### config.mk
export PLATFORM = sky130hd
export DESIGN_NAME = mop_ram
export DESIGN_NICKNAME = d
export VERILOG_FILES = /design/src/sv/mop_ram.sv
export SDC_FILE = /design/constraint.sdc
export NUM_CORES = 1
export LEC_CHECK = 0
export ABC_AREA = 1
export ABC_CLOCK_PERIOD_IN_PS = 1080
export BUFFER_PORTS_ARGS = -buffer_cell sky130_fd_sc_hd__buf_2
export CAP_MARGIN = 20
export CORE_ASPECT_RATIO = 1.1
export CORE_UTILIZATION = 55
export CTS_BUF_LIST = sky130_fd_sc_hd__clkbuf_16
export CTS_CLUSTER_SIZE = 16
export DETAILED_ROUTE_END_ITERATION = 16
export PLACE_DENSITY_LB_ADDON = 0.2
export SYNTH_ARGS = -nofsm -noshare
export SYNTH_HDL_FRONTEND = slang
export SYNTH_SLANG_ARGS = --single-unit
### constraint.sdc
create_clock -name clock -period 1.08 [get_ports clock]
set_input_delay 0.108 -clock clock [delete_from_list [all_inputs] [get_ports clock]]
set_output_delay 0.108 -clock clock [all_outputs]
set_load 0.01 [all_outputs]
### src/sv/mop_ram.sv
module mop_ram #(
   parameter int WIDTH = 8,
   parameter int DEPTH = 16
) (
   input  logic                     clock,
   input  logic                     wr_en,
   input  logic [$clog2(DEPTH)-1:0] wr_addr,
   input  logic [WIDTH-1:0]         wr_data,
   input  logic                     rd_en,
   input  logic [$clog2(DEPTH)-1:0] rd_addr,
   output logic [WIDTH-1:0]         rd_data
);

   logic [WIDTH-1:0] mem [DEPTH];

   // one write port, registered read
   always_ff @(posedge clock) begin
      if (wr_en) begin
         mem[wr_addr] <= wr_data;
      end
      if (rd_en) begin
         rd_data <= mem[rd_addr];
      end
   end

endmodule

# After elaboration in Yosys (flattened, before gate mapping)
# Memories as Yosys holds them, arrays and structs flattened. A register that Yosys moved wholly into a read port is not among the register bits.
# Index checks and enable logic that the tools add are counted.
# W data, S select, Z words.
[word_totals]
register_bits = 0
ram_bits = 128
out_inout_bits = 8
mem_count = 1
[memory_table]
columns = ["memory", "words", "word_bits", "rd", "rd_ports_with_merged_regs", "wr", "line_no", "text"]
rows = [
  ["mem", 16, 8, 1, 1, 1, "14", "logic [WIDTH-1:0] mem [DEPTH];"],
]
[op_classes]
mux = 2
[op_table]
columns = ["operator", "n"]
rows = [
  ["$mux W1", 2],
]

# Depth between registers and ports, before layout
# Gate-level depths: netlist (run 1).
[logic_depth]
word_depth = 2
mapped_depth = 8

# Least setup slack after synthesis (run 1)
# OpenSTA, ideal clock, no wires.
[synth_timing]
kind = "input to register"
start = "input wr_addr[3]"
end = "memory mem[4][0], enable pin"
arrival_time_ns = 0.689
slack_ns = 0.021
path_stages = 2
n_path_buf = 0
path_cell_list = "nand3b_1 > nor2_1"
[synth_lines]
columns = ["item", "line_no", "text"]
rows = [
  ["from (decl)", "7", "input logic [$clog2(DEPTH)-1:0] wr_addr,"],
  ["to (decl)", "14", ""],
]
# No word-level cell before the write port.

==> impl_metrics.json, run 1 <==
{
  "yosys_register_bits": 136,
  "diodes": 0,
  "hold_viol": 0,
  "crit_fanout": 1,
  "fin_crit_sh": 1.02,
  "port_buffers": 26,
  "ios": 27,
  "first_global_vias": 3774,
  "synth_top_family_by_area": "simple AND/OR/NAND/NOR gates",
  "worstPathArrival_ps": 1260,
  "worstSetupPathType": "register to register",
  "fin_worst_skew_ps": 6.42,
  "fin_util": 0.676,
  "die_area_um2": 11000,
  "synth_compound_area_frac": 0,
  "violations": "negative setup slack",
  "die_w_um": 100,
  "setup.worst_path.end_class": "register",
  "rsz0062_at_grt": "true",
  "dpl-instance-area_um2": 6290,
  "slowest_stage": "edfxtp_1",
  "postRouteAntennaNets": 0,
  "hp-class": "input pin to register",
  "power.leakage_nw": 3.05,
  "syn-num-nets": 570,
  "synthMuxAreaShare": 0,
  "timing.critical_path.max_delay_family": "simple AND/OR/NAND/NOR gates",
  "crit_required_ps": 1240,
  "grt_max_degree": 42,
  "drt_first_pass_iters": 5,
  "core_um2": 10300,
  "start_util": 0.565,
  "ir_worst_vdd_mv": 1.06,
  "place_congestion": 0.823,
  "final_area_um2": 7000,
  "clock-sinks": 136,
  "ys_top_cells_by_area": "edfxtp_1 (70%), nand2_1 (11%), nand3_1 (8.3%)",
  "root_buffer": "clkbuf_16",
  "die_h_um": 110,
  "status": "finished with violations",
  "clk_pin_slew_worst_paths_ps": 60,
  "layout.nets": 619,
  "numCtsBuffers": 17,
  "cp_common_cell": "nand3_2",
  "drive_gt1_frac": 0.186,
  "dp_hpwl_um": 8080,
  "h-tree-depth": 4,
  "grt_overflow": 0,
  "grt_antenna_before_repair": 0,
  "viasPerCell": 5.19,
  "fmax_mhz": 911,
  "yosysTopAreaCell": "edfxtp_1",
  "numPlacedInstances": 724,
  "ys_types": 11,
  "synth_cells": 551,
  "area_growth_pct": 19.7,
  "yosys.area_share.simple": 0.208,
  "drt_iter0_drc": 286,
  "drcViolationCount": 0,
  "wl_per_cell_um": 17.0,
  "track_usage": 0.256,
  "syn_area_um2": 5850,
  "grt_pass1_wl_um": 19900,
  "synth_adder_area_share": 0,
  "cp_num_buf_inv": 1,
  "synth-seq-area-share": 0.698,
  "slew_headroom": 0.754,
  "maxSlewViolCount": 0,
  "fillers": 789,
  "clk_latency_ps": 410,
  "finalCriticalPeriod_ps": 1100,
  "cts_tree": "done",
  "avgSynthCellArea_um2": 10.6,
  "fp-row-count": 39,
  "cts_buffer_depth": 2,
  "powerDensity_nw_per_um2": 1730,
  "final_cells": 756,
  "vias": 3923,
  "setup_violations": 4,
  "crit_path_max_incr_delay_ps": 360,
  "startpoint_type": "register",
  "yosysTopAreaCellShare": 0.698,
  "finalWorstSetupSlack_ps": -18.1,
  "post_cts_buffers": 0,
  "worst_slew_pin_slew_ps": 370,
  "drv_cap": 0,
  "synthXorXnorAreaFrac": 0,
  "ys_warn_count": 0,
  "routed_wl_um": 12800,
  "cp_cell_sequence": "inv_1 > nand2_1 > nand3_2 > nand3_2 > nand3_2 > nand2_1"
}
## Yosys cell counts
master	number
inv_2	2
inv_1	100
buf_4	4
nand3b_1	2
buf_6	6
nor2_1	17
buf_1	1
nand2_1	173
nand3_1	97
buf_2	13
edfxtp_1	136
## where the power goes
group          internal, mW  switching (mW)  total, mW
clock                  3.31            1.98       5.29
combinational         0.272           0.557      0.829
sequential             5.95          0.0316       5.98
## sequential cells by signal, indices dropped and copies added, names as in the netlist
signal / count
mem: 128
rd_data: 8
## stage by stage
step | setup WS (ps) | hold WS [ps] | power (mW) | TNS [ps]
floorplan | 21.2 | 207 | 6.51 | 0
global placement | -234 | 479 | 6.85 | -2400
detailed placement | -244 | 484 | 6.86 | -2890
CTS | -20.9 | 48.3 | 12.2 | -48.3
global route | -62.3 | 57.2 | 12.5 | -459
finish | -18.1 | 62.6 | 12.1 | -41.6
## what timing repair did
action,CTS,global route
pin swaps,7,11
resized for setup,20,15
endpoints found under the setup margin,10,12
gates cloned,0,0
hold buffers,0,0
## final cells by class
class	count	area, µm²	share of cell area
sequential	136	4080	0.584
clock buffer	17	425	0.0608
inverter	102	383	0.0547
multi-input combinational	289	1380	0.197
tap	143	179	0.0256
clock inverter	15	123	0.0175
timing repair buffer	54	428	0.0611
## placed cells by master, fill, tap and decap left out
cell and n:
buf_12 7, buf_2 26, buf_4 21, bufinv_16 2, clkbuf_16 17, clkinv_1 4, clkinv_2 1, clkinv_4 1
clkinvlp_4 2, edfxtp_1 136, inv_1 104, inv_2 3, nand2_1 170, nand2_2 3, nand3_1 66, nand3_2 31
nand3b_1 2, nor2_1 17
## routing by layer
layer  GRT usage  wire length (µm)
met1       0.319              5170
met3      0.0593               852
met5           0                 0
met2       0.417              6270
met4       0.147               533
## logic make-up (layout without fill, tap and decap cells)
family | count (synthesis) | in the layout
buffers and inverters | 126 | 188
flip-flops | 136 | 136
AND/OR/NAND/NOR | 289 | 289
## worst paths after layout
path / startpoint / endpoint / slack, ps / cells after the start
max: mem[6][1] / rd_data[1] / -20 / 6
min: rd_en / rd_data[7] / 60 / 1
min reg2reg: mem[13][2] / rd_data[2] / 730 / 6
max reg2reg: mem[6][1] / rd_data[1] / -20 / 6
Power figures use the tool's default switching activity.
==> run 2: changes to the inputs <==
--- a/config.mk
+++ b/config.mk
@@ -5,12 +5,11 @@
 export SDC_FILE = /design/constraint.sdc
 export NUM_CORES = 1
 export LEC_CHECK = 0
-export ABC_AREA = 1
 export ABC_CLOCK_PERIOD_IN_PS = 1080
 export BUFFER_PORTS_ARGS = -buffer_cell sky130_fd_sc_hd__buf_2
 export CAP_MARGIN = 20
 export CORE_ASPECT_RATIO = 1.1
-export CORE_UTILIZATION = 55
+export CORE_UTILIZATION = 54
 export CTS_BUF_LIST = sky130_fd_sc_hd__clkbuf_16
 export CTS_CLUSTER_SIZE = 16
 export DETAILED_ROUTE_END_ITERATION = 16
==> impl_metrics.json, run 2 <==
{
  "drive_gt1_frac": 0.442,
  "wl_per_cell_um": 23.2,
  "diodes": 0,
  "avgSynthCellArea_um2": 22.8,
  "numCtsBuffers": 17,
  "worstHoldStart": "rd_en",
  "routed_wl_um": 9870,
  "slew_headroom": 0.362,
  "syn-num-nets": 248,
  "finalWorstSetupSlack_ps": -343,
  "violations": "negative setup slack",
  "worstSetupPathType": "register to register",
  "grt_max_degree": 23,
  "cp_cell_sequence": "mux4_2 > a22oi_2 > nand2_1",
  "grt_pass1_wl_um": 15200,
  "first_global_vias": 2577,
  "ys_types": 18,
  "synthMuxAreaShare": 0.148,
  "drt_first_pass_iters": 5,
  "grt_overflow": 0,
  "start_util": 0.556,
  "fillers": 585,
  "layout.nets": 314,
  "setup.worst_path.end_class": "register",
  "critPathLaunch": "mem[1][3]",
  "async_flop_share": 0,
  "powerDensity_nw_per_um2": 1930,
  "ys_top_cells_by_area": "edfxtp_1 (78%), mux4_2 (7.8%), mux4_1 (7.0%)",
  "synth_cells": 229,
  "ctsHoldBuffers": 0,
  "reg_top3": "mem x128, rd_data x8",
  "place_congestion": 0.772,
  "register_area_um2": 4080,
  "die_area_um2": 10100,
  "fp-row-count": 37,
  "ir_worst_vdd_mv": 1.07,
  "final_cell_mix": "edfxtp_1 (136), mux4_2 (32), buf_4 (27)",
  "worstPathArrival_ps": 1580,
  "area_growth_pct": 21.3,
  "crit_required_ps": 1240,
  "die_w_um": 95.8,
  "maxSlewViolCount": 0,
  "ys_warn_count": 0,
  "largest-register": "mem",
  "synth-seq-area-share": 0.781,
  "synthFlopType": "edfxtp_1",
  "drt_iter0_drc": 220,
  "r2r_slack_ps": -340,
  "clk_latency_ps": 410,
  "numPlacedInstances": 393,
  "clk_pin_slew_worst_paths_ps": 60,
  "crit_path_max_incr_delay_ps": 480,
  "largest_register_ffs": 128,
  "fin_crit_sh": 1.32,
  "mostFrequentLayoutCell": "edfxtp_1",
  "synth_compound_area_frac": 0.0230,
  "track_usage": 0.227,
  "final_cells": 425,
  "vias": 2476,
  "final_area_um2": 6340,
  "synth_commonest_cells": "edfxtp_1 (136), mux4_2 (18), a22oi_1 (16)",
  "hold_viol": 0,
  "ios": 27,
  "finalSetupTns_ps": -2540,
  "synthXorXnorAreaFrac": 0,
  "slowest_stage": "mux4_2",
  "hp-class": "input pin to register",
  "multi_input_area_um2": 1100,
  "root_buffer": "clkbuf_16",
  "grt_antenna_before_repair": 0,
  "synth_adder_area_share": 0,
  "finalCriticalPeriod_ps": 1420,
  "dp_hpwl_um": 6770,
  "synth_top_family_by_area": "multiplexers",
  "yosysTopAreaCellShare": 0.781,
  "post_cts_buffers": 0,
  "dpl-instance-area_um2": 5700,
  "worst_slew_pin_slew_ps": 953,
  "cts_tree": "done",
  "h-tree-depth": 4,
  "power.leakage_nw": 2.12,
  "syn_area_um2": 5230,
  "status": "finished with violations",
  "die_h_um": 105,
  "core_um2": 9400,
  "crit_fanout": 1,
  "drv_cap": 0,
  "yosysTopAreaCell": "edfxtp_1",
  "yosysMostFrequentCell": "edfxtp_1",
  "startpoint_type": "register",
  "port_buffers": 26,
  "yosys.area_share.simple": 0.0314,
  "cp_num_buf_inv": 0,
  "viasPerCell": 5.83,
  "setup_violations": 8,
  "fmax_mhz": 703,
  "postRouteAntennaNets": 0,
  "cts_buffer_depth": 2,
  "timing.critical_path.max_delay_family": "multiplexers",
  "rsz0062_at_grt": "true",
  "synth-edff-count": 136,
  "drcViolationCount": 0,
  "fin_worst_skew_ps": 3.63,
  "clock-sinks": 136,
  "regToRegStartpoint": "mem[1][3]",
  "yosys_register_bits": 136
}
-- run 2: changes by cell type after synthesis, sizes merged, moves of 2 or more --
cell           delta
a22oi            +16
buf              -17
clkdlybuf4s25     +3
inv             -102
mux4             +32
nand2           -164
nand2b            +2
nand3            -96
nor2              -4
nor3              +4
-- run 2: where the power goes --
part	total [mW]	internal [mW]	switching (mW)	leakage, nW
clock network	5.64	3.58	2.05	0.283
logic	0.642	0.288	0.353	0.606
registers	5.98	5.95	0.0323	1.24
-- run 2: final cells by class --
type	count	share of cell area
clock buffer	17	0.0671
clock inverter	15	0.0254
multi-input combinational	83	0.174
sequential	136	0.644
tap	117	0.0231
timing repair buffer	57	0.0671
-- run 2: cell families (layout without fill, tap and decap cells) --
kind of cell           after synthesis  count (layout)
flip-flops                         136             136
AND/OR/NAND/NOR                     35              35
multiplexers                        32              32
AO/OA/AOI/OAI                       16              16
buffers and inverters               10              89
-- run 2: final timing paths --
path / end / depth (start not counted)
worst max-delay path: rd_data[3] / 3
worst min-delay path: rd_data[0] / 1
worst max register to register: rd_data[3] / 3
worst min register to register: rd_data[5] / 3
-- run 2: through the flow --
| stage | total power, mW | util | worst slack (ps) | hold WS [ps] |
|---|---|---|---|---|
| 2_1_floorplan | 6.43 | - | -228 | 207 |
| 4_1_cts | 12.3 | 0.672 | -347 | 51.4 |
| 3_3_place_gp | 6.69 | 0.607 | -540 | 485 |
| 6_report | 12.3 | 0.675 | -343 | 59.6 |
| 5_1_grt | 12.6 | 0.675 | -392 | 54.6 |
| 3_5_place_dp | 6.71 | 0.607 | -564 | 485 |
-- run 2: repair_timing --
action | in CTS | in global routing
pin swaps | 3 | 4
resized for setup | 7 | 6
endpoints found under the hold margin | 0 | 0
setup endpoints to repair | 10 | 12
-- run 2: worst reg2reg max path: cells and delay by family (launching register included) --
family	cells	cell delay [ps]
simple gates	1	80
flops	1	410
mux	1	480
compound gates	1	200
-- run 2: per-layer routing --
metal | vias to the layer above | wire, µm | GRT usage
met5 | - | 0 | 0
met4 | 0 | 150 | 0.0682
met3 | 16 | 672 | 0.0837
met2 | 98 | 4970 | 0.342
met1 | 1260 | 4070 | 0.313
li1 | 1102 | - | -
